--- src/hdl/assert_macros.svh ---
// assertion macros shared by the line assembler modules
// no dependencies; included by files that carry concurrent assertions
`ifndef ASSERT_MACROS_SVH
`define ASSERT_MACROS_SVH

// property must hold at every rising edge outside reset
`define TLA_ASSERT(label, clock, reset_n, prop) \
    label: assert property (@(posedge clock) disable iff (!reset_n) prop) \
        else $error("assertion failed in %m");

// condition must never be seen outside reset
`define TLA_ASSERT_NEVER(label, clock, reset_n, cond) \
    label: assert property (@(posedge clock) disable iff (!reset_n) !(cond)) \
        else $error("forbidden condition seen in %m");

`endif

--- src/hdl/tla_pkg.sv ---
// shared types and constants of the terminated line assembler
// no dependencies; used by every module of the block
`default_nettype none

package tla_pkg;

    localparam int STORE_DEPTH = 64;
    localparam int FILL_W      = $clog2(STORE_DEPTH + 1);
    localparam int ADDR_W      = $clog2(STORE_DEPTH);
    localparam int BUF_AW      = ADDR_W + 1;
    localparam int CNT_W       = 6;
    localparam int LEN_W       = (FILL_W > CNT_W) ? FILL_W : CNT_W;
    localparam int TERM_LEN_W  = 3;
    localparam int TERM_MAX    = 4;
    localparam int QUEUE_DEPTH = 2;
    localparam int QPTR_W      = $clog2(QUEUE_DEPTH);
    localparam int QCNT_W      = $clog2(QUEUE_DEPTH + 1);
    localparam int CFG_IDX_W   = 2;
    localparam int CFG_DATA_W  = 32;

    localparam logic [CFG_IDX_W-1:0] REG_TERM_LEN   = 2'd0;
    localparam logic [CFG_IDX_W-1:0] REG_TERM_BYTES = 2'd1;
    localparam logic [CFG_IDX_W-1:0] REG_OUT_LIMIT  = 2'd2;

    localparam logic [TERM_LEN_W-1:0] TERM_LEN_RST   = 3'd2;
    localparam logic [31:0]           TERM_BYTES_RST = 32'h0000_0D0A;
    localparam logic [CNT_W-1:0]      OUT_LIMIT_RST  = 6'd63;

    typedef struct packed {
        logic             bank;
        logic [CNT_W-1:0] count;
    } job_t;

    typedef struct packed {
        logic push;
        job_t job;
    } push_t;

    typedef struct packed {
        logic valid;
        job_t job;
    } q_head_t;

    typedef struct packed {
        logic              en;
        logic [BUF_AW-1:0] addr;
        logic [7:0]        data;
    } mem_wr_t;

endpackage

`default_nettype wire

--- src/hdl/tla_if.sv ---
// stream interfaces of the line assembler: received bytes in, line bytes out
// no dependencies
`default_nettype none

interface tla_rx_if;
    logic       valid;
    logic       ready;
    logic [7:0] rx_byte;
    modport source (output valid, output rx_byte, input ready);
    modport sink   (input valid, input rx_byte, output ready);
endinterface

interface tla_line_if;
    logic       valid;
    logic       ready;
    logic [7:0] line_byte;
    logic       last_byte;
    logic       empty_line;
    modport source (output valid, output line_byte, output last_byte,
                    output empty_line, input ready);
    modport sink   (input valid, input line_byte, input last_byte,
                    input empty_line, output ready);
endinterface

`default_nettype wire

--- src/hdl/tla_front.sv ---
// front part: configuration registers, byte transfer, store fill and terminator match
// depends on tla_pkg and tla_if; feeds the line buffer write port and the job queue
`default_nettype none

module tla_front (
    input  wire logic                           clk,
    input  wire logic                           rst_n,
    tla_rx_if.sink                              rx_in,
    input  wire logic                           cfg_we,
    input  wire logic [tla_pkg::CFG_IDX_W-1:0]  cfg_index,
    input  wire logic [tla_pkg::CFG_DATA_W-1:0] cfg_data,
    input  wire logic                           q_full,
    output tla_pkg::push_t                      push,
    output tla_pkg::mem_wr_t                    wr
);

    localparam int FILL_W     = tla_pkg::FILL_W;
    localparam int LEN_W      = tla_pkg::LEN_W;
    localparam int CNT_W      = tla_pkg::CNT_W;
    localparam int TERM_LEN_W = tla_pkg::TERM_LEN_W;
    localparam int ADDR_W     = tla_pkg::ADDR_W;

    logic [TERM_LEN_W-1:0] term_len_reg;
    logic [31:0]           term_bytes_reg;
    logic [CNT_W-1:0]      out_limit_reg;
    logic [FILL_W-1:0]     fill_reg;
    logic [31:0]           recent_reg;
    logic                  bank_reg;

    logic                  accept;
    logic [TERM_LEN_W-1:0] n_eff;
    logic [FILL_W-1:0]     fill_next;
    logic [31:0]           recent_next;
    logic [3:0]            byte_ok;
    logic                  seen;
    logic                  full_hit;
    logic [FILL_W-1:0]     line_len;
    logic [LEN_W-1:0]      len_ext;
    logic [LEN_W-1:0]      lim_ext;
    logic [CNT_W-1:0]      count;

    assign rx_in.ready = !q_full;
    assign accept      = rx_in.valid && rx_in.ready;

    always_comb
    begin
        n_eff       = (term_len_reg > TERM_LEN_W'(tla_pkg::TERM_MAX))
                      ? TERM_LEN_W'(tla_pkg::TERM_MAX) : term_len_reg;
        fill_next   = fill_reg + FILL_W'(1);
        recent_next = {recent_reg[23:0], rx_in.rx_byte};
        for (int i = 0; i < 4; i++)
        begin
            byte_ok[i] = (TERM_LEN_W'(i) >= n_eff)
                         || (recent_next[8*i +: 8] == term_bytes_reg[8*i +: 8]);
        end
        seen     = (n_eff == '0) || ((fill_next >= FILL_W'(n_eff)) && (&byte_ok));
        full_hit = (fill_next == FILL_W'(tla_pkg::STORE_DEPTH));
        line_len = fill_next - FILL_W'(n_eff);
        len_ext  = LEN_W'(line_len);
        lim_ext  = LEN_W'(out_limit_reg);
        count    = (len_ext < lim_ext) ? CNT_W'(len_ext) : out_limit_reg;
    end

    assign push.push      = accept && seen && !full_hit;
    assign push.job.bank  = bank_reg;
    assign push.job.count = count;

    assign wr.en   = accept;
    assign wr.addr = {bank_reg, fill_reg[ADDR_W-1:0]};
    assign wr.data = rx_in.rx_byte;

    always_ff @(posedge clk or negedge rst_n)
    begin
        if (!rst_n)
        begin
            term_len_reg   <= tla_pkg::TERM_LEN_RST;
            term_bytes_reg <= tla_pkg::TERM_BYTES_RST;
            out_limit_reg  <= tla_pkg::OUT_LIMIT_RST;
            fill_reg       <= '0;
            recent_reg     <= '0;
            bank_reg       <= 1'b0;
        end
        else
        begin
            if (cfg_we)
            begin
                case (cfg_index)
                    tla_pkg::REG_TERM_LEN:   term_len_reg   <= cfg_data[TERM_LEN_W-1:0];
                    tla_pkg::REG_TERM_BYTES: term_bytes_reg <= cfg_data[31:0];
                    tla_pkg::REG_OUT_LIMIT:  out_limit_reg  <= cfg_data[CNT_W-1:0];
                    default: ;
                endcase
            end
            if (accept)
            begin
                if (full_hit || seen)
                begin
                    fill_reg   <= '0;
                    recent_reg <= '0;
                    if (!full_hit)
                    begin
                        bank_reg <= !bank_reg;
                    end
                end
                else
                begin
                    fill_reg   <= fill_next;
                    recent_reg <= recent_next;
                end
            end
        end
    end

endmodule

`default_nettype wire

--- src/hdl/tla_queue.sv ---
// short queue of finished line jobs between front and back
// depends on tla_pkg and assert_macros.svh
`default_nettype none
`include "assert_macros.svh"

module tla_queue (
    input  wire logic           clk,
    input  wire logic           rst_n,
    input  wire tla_pkg::push_t push,
    input  wire logic           pop,
    output logic                full,
    output tla_pkg::q_head_t    head
);

    localparam int QPTR_W = tla_pkg::QPTR_W;
    localparam int QCNT_W = tla_pkg::QCNT_W;
    localparam int DEPTH  = tla_pkg::QUEUE_DEPTH;

    tla_pkg::job_t     slot_reg [DEPTH];
    logic [QPTR_W-1:0] wr_ptr_reg;
    logic [QPTR_W-1:0] rd_ptr_reg;
    logic [QCNT_W-1:0] cnt_reg;

    assign full       = (cnt_reg == QCNT_W'(DEPTH));
    assign head.valid = (cnt_reg != '0);
    assign head.job   = slot_reg[rd_ptr_reg];

    always_ff @(posedge clk)
    begin
        if (push.push)
        begin
            slot_reg[wr_ptr_reg] <= push.job;
        end
    end

    always_ff @(posedge clk or negedge rst_n)
    begin
        if (!rst_n)
        begin
            wr_ptr_reg <= '0;
            rd_ptr_reg <= '0;
            cnt_reg    <= '0;
        end
        else
        begin
            if (push.push)
            begin
                wr_ptr_reg <= (wr_ptr_reg == QPTR_W'(DEPTH - 1)) ? '0 : wr_ptr_reg + 1'b1;
            end
            if (pop)
            begin
                rd_ptr_reg <= (rd_ptr_reg == QPTR_W'(DEPTH - 1)) ? '0 : rd_ptr_reg + 1'b1;
            end
            if (push.push && !pop)
            begin
                cnt_reg <= cnt_reg + 1'b1;
            end
            else if (pop && !push.push)
            begin
                cnt_reg <= cnt_reg - 1'b1;
            end
        end
    end

    `TLA_ASSERT_NEVER(a_push_full, clk, rst_n, push.push && full)
    `TLA_ASSERT_NEVER(a_pop_empty, clk, rst_n, pop && !head.valid)
    `TLA_ASSERT(a_cnt_bound, clk, rst_n, cnt_reg <= QCNT_W'(DEPTH))

endmodule

`default_nettype wire

--- src/hdl/tla_back.sv ---
// back part: two-bank line buffer and the sequencer that transfers line bytes out
// depends on tla_pkg, tla_if and assert_macros.svh
`default_nettype none
`include "assert_macros.svh"

module tla_back (
    input  wire logic             clk,
    input  wire logic             rst_n,
    input  wire tla_pkg::mem_wr_t wr,
    input  wire tla_pkg::q_head_t head,
    output logic                  pop,
    tla_line_if.source            line_out
);

    localparam int BUF_AW = tla_pkg::BUF_AW;
    localparam int ADDR_W = tla_pkg::ADDR_W;
    localparam int CNT_W  = tla_pkg::CNT_W;

    typedef enum logic [1:0] {
        S_IDLE,
        S_READ,
        S_OUT
    } state_t;

    logic [7:0]       mem [2**BUF_AW];
    logic [7:0]       rd_data_reg;
    state_t           state_reg;
    logic [CNT_W-1:0] idx_reg;
    logic             out_valid_reg;
    logic             last_reg;
    logic             empty_reg;

    logic              out_accept;
    logic              idx_last;
    logic [BUF_AW-1:0] rd_addr;

    assign out_accept = out_valid_reg && line_out.ready;
    assign pop        = out_accept && last_reg;
    assign idx_last   = ((CNT_W + 1)'(idx_reg) + 1'b1) == {1'b0, head.job.count};
    assign rd_addr    = {head.job.bank, idx_reg[ADDR_W-1:0]};

    assign line_out.valid      = out_valid_reg;
    assign line_out.line_byte  = empty_reg ? 8'd0 : rd_data_reg;
    assign line_out.last_byte  = last_reg;
    assign line_out.empty_line = empty_reg;

    always_ff @(posedge clk)
    begin
        if (wr.en)
        begin
            mem[wr.addr] <= wr.data;
        end
        if (state_reg == S_READ)
        begin
            rd_data_reg <= mem[rd_addr];
        end
    end

    always_ff @(posedge clk or negedge rst_n)
    begin
        if (!rst_n)
        begin
            state_reg     <= S_IDLE;
            idx_reg       <= '0;
            out_valid_reg <= 1'b0;
            last_reg      <= 1'b0;
            empty_reg     <= 1'b0;
        end
        else
        begin
            case (state_reg)
                S_IDLE:
                begin
                    if (head.valid)
                    begin
                        if (head.job.count == '0)
                        begin
                            out_valid_reg <= 1'b1;
                            empty_reg     <= 1'b1;
                            last_reg      <= 1'b1;
                            state_reg     <= S_OUT;
                        end
                        else
                        begin
                            idx_reg   <= '0;
                            state_reg <= S_READ;
                        end
                    end
                end
                S_READ:
                begin
                    out_valid_reg <= 1'b1;
                    empty_reg     <= 1'b0;
                    last_reg      <= idx_last;
                    state_reg     <= S_OUT;
                end
                S_OUT:
                begin
                    if (out_accept)
                    begin
                        out_valid_reg <= 1'b0;
                        if (last_reg)
                        begin
                            state_reg <= S_IDLE;
                        end
                        else
                        begin
                            idx_reg   <= idx_reg + 1'b1;
                            state_reg <= S_READ;
                        end
                    end
                end
                default:
                begin
                    state_reg <= S_IDLE;
                end
            endcase
        end
    end

    `TLA_ASSERT(a_out_has_job, clk, rst_n, out_valid_reg |-> head.valid)
    `TLA_ASSERT(a_read_then_out, clk, rst_n, (state_reg == S_READ) |=> out_valid_reg)
    `TLA_ASSERT(a_empty_is_last, clk, rst_n, (out_valid_reg && empty_reg) |-> last_reg)

endmodule

`default_nettype wire

--- src/hdl/terminated_line_assembler_top.sv ---
// Terminated line assembler. Received bytes are taken one per cycle while the job
// queue has room; a byte that completes the configured terminator turns the line
// held so far (terminator removed, cut to out_limit bytes) into a job for the
// back part, which transfers it out as a run of bytes with last_byte on the final
// one, or as a single empty_line result when nothing is left. A store that fills
// to its depth is dropped without output. The back part reads each line byte from the
// line buffer into the output register and fetches the next byte only after line_out
// has taken it. The two-bank buffer and two-entry job queue let two finished
// lines wait, after which rx_in.ready falls until the back part retires a line.
// No clearing pass is needed after reset. Configuration: cfg_index 0 term_len,
// 1 term_bytes, 2 out_limit; write only while the block is idle.
// depends on tla_pkg, tla_if, tla_front, tla_queue and tla_back
`default_nettype none

module terminated_line_assembler_top (
    input  wire logic                           clk,
    input  wire logic                           rst_n,
    tla_rx_if.sink                              rx_in,
    tla_line_if.source                          line_out,
    input  wire logic                           cfg_we,
    input  wire logic [tla_pkg::CFG_IDX_W-1:0]  cfg_index,
    input  wire logic [tla_pkg::CFG_DATA_W-1:0] cfg_data
);

    tla_pkg::push_t   push;
    tla_pkg::mem_wr_t wr;
    tla_pkg::q_head_t head;
    logic             q_full;
    logic             pop;

    tla_front u_front (
        .clk       (clk),
        .rst_n     (rst_n),
        .rx_in     (rx_in),
        .cfg_we    (cfg_we),
        .cfg_index (cfg_index),
        .cfg_data  (cfg_data),
        .q_full    (q_full),
        .push      (push),
        .wr        (wr)
    );

    tla_queue u_queue (
        .clk   (clk),
        .rst_n (rst_n),
        .push  (push),
        .pop   (pop),
        .full  (q_full),
        .head  (head)
    );

    tla_back u_back (
        .clk      (clk),
        .rst_n    (rst_n),
        .wr       (wr),
        .head     (head),
        .pop      (pop),
        .line_out (line_out)
    );

endmodule

`default_nettype wire
--- src/flat_wrapper.sv ---
// flat-port wrapper written by rule: the top's interface ports become plain ports
module terminated_line_assembler_top_flat 
  (clk, rst_n, cfg_we, cfg_index, cfg_data, rx_in_valid, rx_in_rx_byte, rx_in_ready, line_out_valid, line_out_line_byte, line_out_last_byte, line_out_empty_line, line_out_ready);
  tla_rx_if rx_in_i ();
  tla_line_if line_out_i ();
  input  wire logic clk;
  input  wire logic rst_n;
  input  wire logic cfg_we;
  input  wire logic [tla_pkg::CFG_IDX_W-1:0] cfg_index;
  input  wire logic [tla_pkg::CFG_DATA_W-1:0] cfg_data;
  input wire logic [$bits(rx_in_i.valid)-1:0] rx_in_valid;
  input wire logic [$bits(rx_in_i.rx_byte)-1:0] rx_in_rx_byte;
  output wire logic [$bits(rx_in_i.ready)-1:0] rx_in_ready;
  output wire logic [$bits(line_out_i.valid)-1:0] line_out_valid;
  output wire logic [$bits(line_out_i.line_byte)-1:0] line_out_line_byte;
  output wire logic [$bits(line_out_i.last_byte)-1:0] line_out_last_byte;
  output wire logic [$bits(line_out_i.empty_line)-1:0] line_out_empty_line;
  input wire logic [$bits(line_out_i.ready)-1:0] line_out_ready;
  assign rx_in_i.valid = rx_in_valid;
  assign rx_in_i.rx_byte = rx_in_rx_byte;
  assign rx_in_ready = rx_in_i.ready;
  assign line_out_valid = line_out_i.valid;
  assign line_out_line_byte = line_out_i.line_byte;
  assign line_out_last_byte = line_out_i.last_byte;
  assign line_out_empty_line = line_out_i.empty_line;
  assign line_out_i.ready = line_out_ready;
  terminated_line_assembler_top u_core (.clk(clk), .rst_n(rst_n), .rx_in(rx_in_i), .line_out(line_out_i), .cfg_we(cfg_we), .cfg_index(cfg_index), .cfg_data(cfg_data));
endmodule
--- config.mk ---
export PLATFORM = sky130hd
export DESIGN_NAME = terminated_line_assembler_top_flat
export DESIGN_NICKNAME = d
export VERILOG_FILES = /design/src/hdl/tla_pkg.sv /design/src/hdl/tla_if.sv /design/src/hdl/tla_front.sv /design/src/hdl/tla_queue.sv /design/src/hdl/tla_back.sv /design/src/hdl/terminated_line_assembler_top.sv /design/src/flat_wrapper.sv
export VERILOG_INCLUDE_DIRS = /design/src /design/src/hdl
export SDC_FILE = /design/constraint.sdc
export NUM_CORES = 1
export LEC_CHECK = 0
export BUFFER_PORTS_ARGS = -buffer_cell sky130_fd_sc_hd__buf_4
export CAP_MARGIN = 0
export CORE_MARGIN = 8
export CORE_UTILIZATION = 45
export CTS_BUF_LIST = sky130_fd_sc_hd__clkbuf_4 sky130_fd_sc_hd__clkbuf_8
export CTS_CLUSTER_SIZE = 14
export DETAILED_ROUTE_END_ITERATION = 16
export MAX_ROUTING_LAYER = met4
export REMOVE_ABC_BUFFERS = 1
export SKIP_CTS_REPAIR_TIMING = 1
export SYNTH_ARGS = -nofsm -noshare
export SYNTH_HDL_FRONTEND = slang
export SYNTH_SLANG_ARGS = --single-unit
--- constraint.sdc ---
create_clock -name clk -period 10.4 [get_ports clk]
set_input_delay 1.56 -clock clk [delete_from_list [all_inputs] [get_ports clk]]
set_output_delay 1.56 -clock clk [all_outputs]
set_load 0.01 [all_outputs]
==> reports/qor.csv <==
metric,value,unit
outcome,finished clean,
reg2reg start,u_core.u_back.idx_reg[1],
final WL,113000,um
total CTS buffers,183,
# rows,116,
initial DRC count,1967,
WP data required,10.99,ns
CP startpoint kind,flip-flop,
total power,11.0,mW
die width,333,um
Fmax,219,MHz
most area-consuming cells after synthesis,"edfxtp_1 70%, mux4_2 9.6%, mux2i_1 4.5%",
gpl congestion,0.849,
maximum buffer depth of the clock tree,3,
layout cells sized above 1,0.240,
Final Max Tran Viols,0,
top cell type by total area after synthesis,edfxtp_1,
maximum VDD drop,0.174,mV
first-pass GRT wire length,165000,um
Fill cells,8052,
Post-Synth Simple-Gate Area,0.0358,
R2R Setup Slk,5.83,ns
dominant synthesized flop cell,edfxtp_1,
normalized max-slew margin,0.223,
DPL Wire Length,68000,um
Worst-Margin Slew,1.16,ns
Worst-Skew Late Latency,0.85,ns
max-cap violation count,0,
final hold viol count,0,
total core area,0.0999,mm2
starting density of the core,0.452,
fin util,0.507,
"antenna viol nets, final",0,
crit path capture,u_core.u_back.rd_data_reg[6],
Layout Nets,2627,
FF-to-FF path depth,8,
yosys warns,0,
die height,333,um
WL/cell,28.1,um
clock root cell,clkbuf_8,
RSZ-0062 raised after global routing,no,
CP Max Fanout,46,
Cells after Synth,2412,
IO buf count,58,
H-tree depth,4,
Mean Syn Cell Area,18.7,um2
Area growth syn-to-layout,12.1,%
PwrDens,217,mW/mm2
DRC Markers,0,
max reg flops,1024,
worst hold path type,reg2reg,
main combinational cell family by area after synthesis,multiplexers,
worst setup path start,u_core.u_back.idx_reg[1],
top-level I/O count,59,
post-synthesis mux area share,0.151,
Initial DRT Pass Iterations,5,
final setup fails,0,
Worst-path clk slew,0.06,ns
async set-reset flop share out of synthesis,0.0776,
vias in the first global route,24100,
CTS sink cnt,1134,
Yosys reg bits,1134,
sequential-to-total area share from yosys stat,0.744,
Clock Skews,0.0482,ns
Die ar.,0.111,mm2
R2R Path End,u_core.u_back.rd_data_reg[6],
gr ovfl total,0,
Leak,15.8,nW
area share of the largest cell type after synthesis,0.695,
Final Critical Period,4.57,ns
Adder-Cell Fraction of Synth Area,0.00377,
"EDFF count, synth",1046,
Synth Area in XOR/XNOR,0.0110,
WS Path Type,reg2reg,
Synth Area in Compound Gates,0.0395,
gr usage total,0.207,
CP endpoint kind,flip-flop,
Final period util,0.439,
Critical Path AT,5.16,ns
antenna violations before repair,1,
TritonCTS clock tree,yes,
Post-Syn Area,0.0452,mm2
Via density,5.84,
largest net degree at the start of global routing,114,
detailed-route via count,23400,
Yosys cell types,59,
-- synthesized netlist by cell type, drive strengths merged (27+ instances only) --
library cell	instances
clkbuf	79
buf	55
xor2	29
nand3	70
nand2	63
a21oi	67
a22oi	30
o221ai	60
edfxtp	1046
nor2	149
mux4	192
mux2	43
xnor2	27
mux2i	201
o21ai	71
dfrtp	76
-- logic make-up (layout without fill, tap and decap cells) --
| family | count (synthesis) | after routing |
|---|---|---|
| adders and majority gates | 13 | 13 |
| muxes | 436 | 436 |
| AOI/OAI and AO/OA | 270 | 270 |
| xor gates and xnor gates | 56 | 56 |
| and+or+nand+nor | 350 | 350 |
| DFF | 1134 | 1134 |
| buffers and inverters | 153 | 452 |
| other | 0 | 3 |
-- layer usage --
metal | up-vias | track usage | part of all wire
met5 | - | - | 0
li1 | 10100 | - | -
met2 | 859 | 0.311 | 0.47
met4 | 0 | 0.0805 | 0.036
met1 | 12300 | 0.280 | 0.43
met3 | 192 | 0.0398 | 0.064
-- per-stage QoR --
step                hold WS, ns  worst slack, ns  instance area (um2)  TNS, ns  std cells
global placement          0.476             5.86                47000        0       3679
global route              0.533             5.49                50600        0       4011
finish                    0.488             5.83                50600        0       4012
detailed placement        0.477             5.77                47100        0       3680
floorplan                 0.455            -2.98                44600   -35.56       2278
CTS                       0.488             5.81                50600        0       4009
-- layout make-up --
type	instances	area [um2]	area share
multi-input cells	1125	10900	0.216
flip-flops and latches	1134	33600	0.664
diodes	3	7.51	0.000148
repair buffers	104	803	0.0159
well taps	1298	1620	0.0321
clock buffers	257	3160	0.0623
clock inverters	72	418	0.00825
inverters	19	71.3	0.00141
-- where the power goes --
group | switching, mW | internal [mW] | total, mW
logic | 1.06 | 0.804 | 1.86
registers | 0.207 | 5.20 | 5.40
clock network | 1.73 | 2.01 | 3.74
total | 3.00 | 8.01 | 11.0
-- worst min-delay path by stage --
stage | startpoint | endpoint | cells past startpoint
finish | u_core.u_queue.wr_ptr_reg | u_core.u_queue.wr_ptr_reg | 1
floorplan | u_core.u_queue.wr_ptr_reg | u_core.u_queue.wr_ptr_reg | 1
global route | u_core.u_queue.wr_ptr_reg | u_core.u_queue.wr_ptr_reg | 1
detailed placement | u_core.u_queue.wr_ptr_reg | u_core.u_queue.wr_ptr_reg | 1
CTS | u_core.u_queue.wr_ptr_reg | u_core.u_queue.wr_ptr_reg | 1
global placement | u_core.u_queue.wr_ptr_reg | u_core.u_queue.wr_ptr_reg | 1
-- placed cells by master (no fill, tap or decap), drive strengths merged, types with 3 or more instances in the layout --
cell type,Yosys,layout
and3,3,3
nand3,70,70
nand3b,5,5
a21oi,67,67
edfxtp,1046,1046
nand2b,5,5
a21o,3,3
nor2,149,149
o22ai,7,7
a22oi,30,30
dfstp,12,12
dfrtp,76,76
o31ai,4,4
mux2i,201,201
nand4,14,14
clkinv,0,60
a21boi,3,3
buf,55,104
xor2,29,29
and2,6,6
o221ai,60,60
ha,12,12
diode,0,3
nor2b,17,17
o21ai,71,71
o211ai,8,8
o41ai,3,3
mux2,43,43
nand2,63,63
or4,3,3
inv,19,26
a2111oi,5,5
clkinvlp,0,3
nor4,5,5
or3,3,3
mux4,192,192
clkbuf,79,257
xnor2,27,27
-- critical path: stages, from the launching register on --
cell	delay [ns]
dfrtp_4	0.59
buf_4	0.56
buf_4	0.65
buf_4	0.60
mux4_2	0.42
a2111oi_0	0.86
o21ai_0	0.24
nand4_1	0.24
o211ai_1	0.11
No activity file was read; power rests on OpenSTA's default activity.
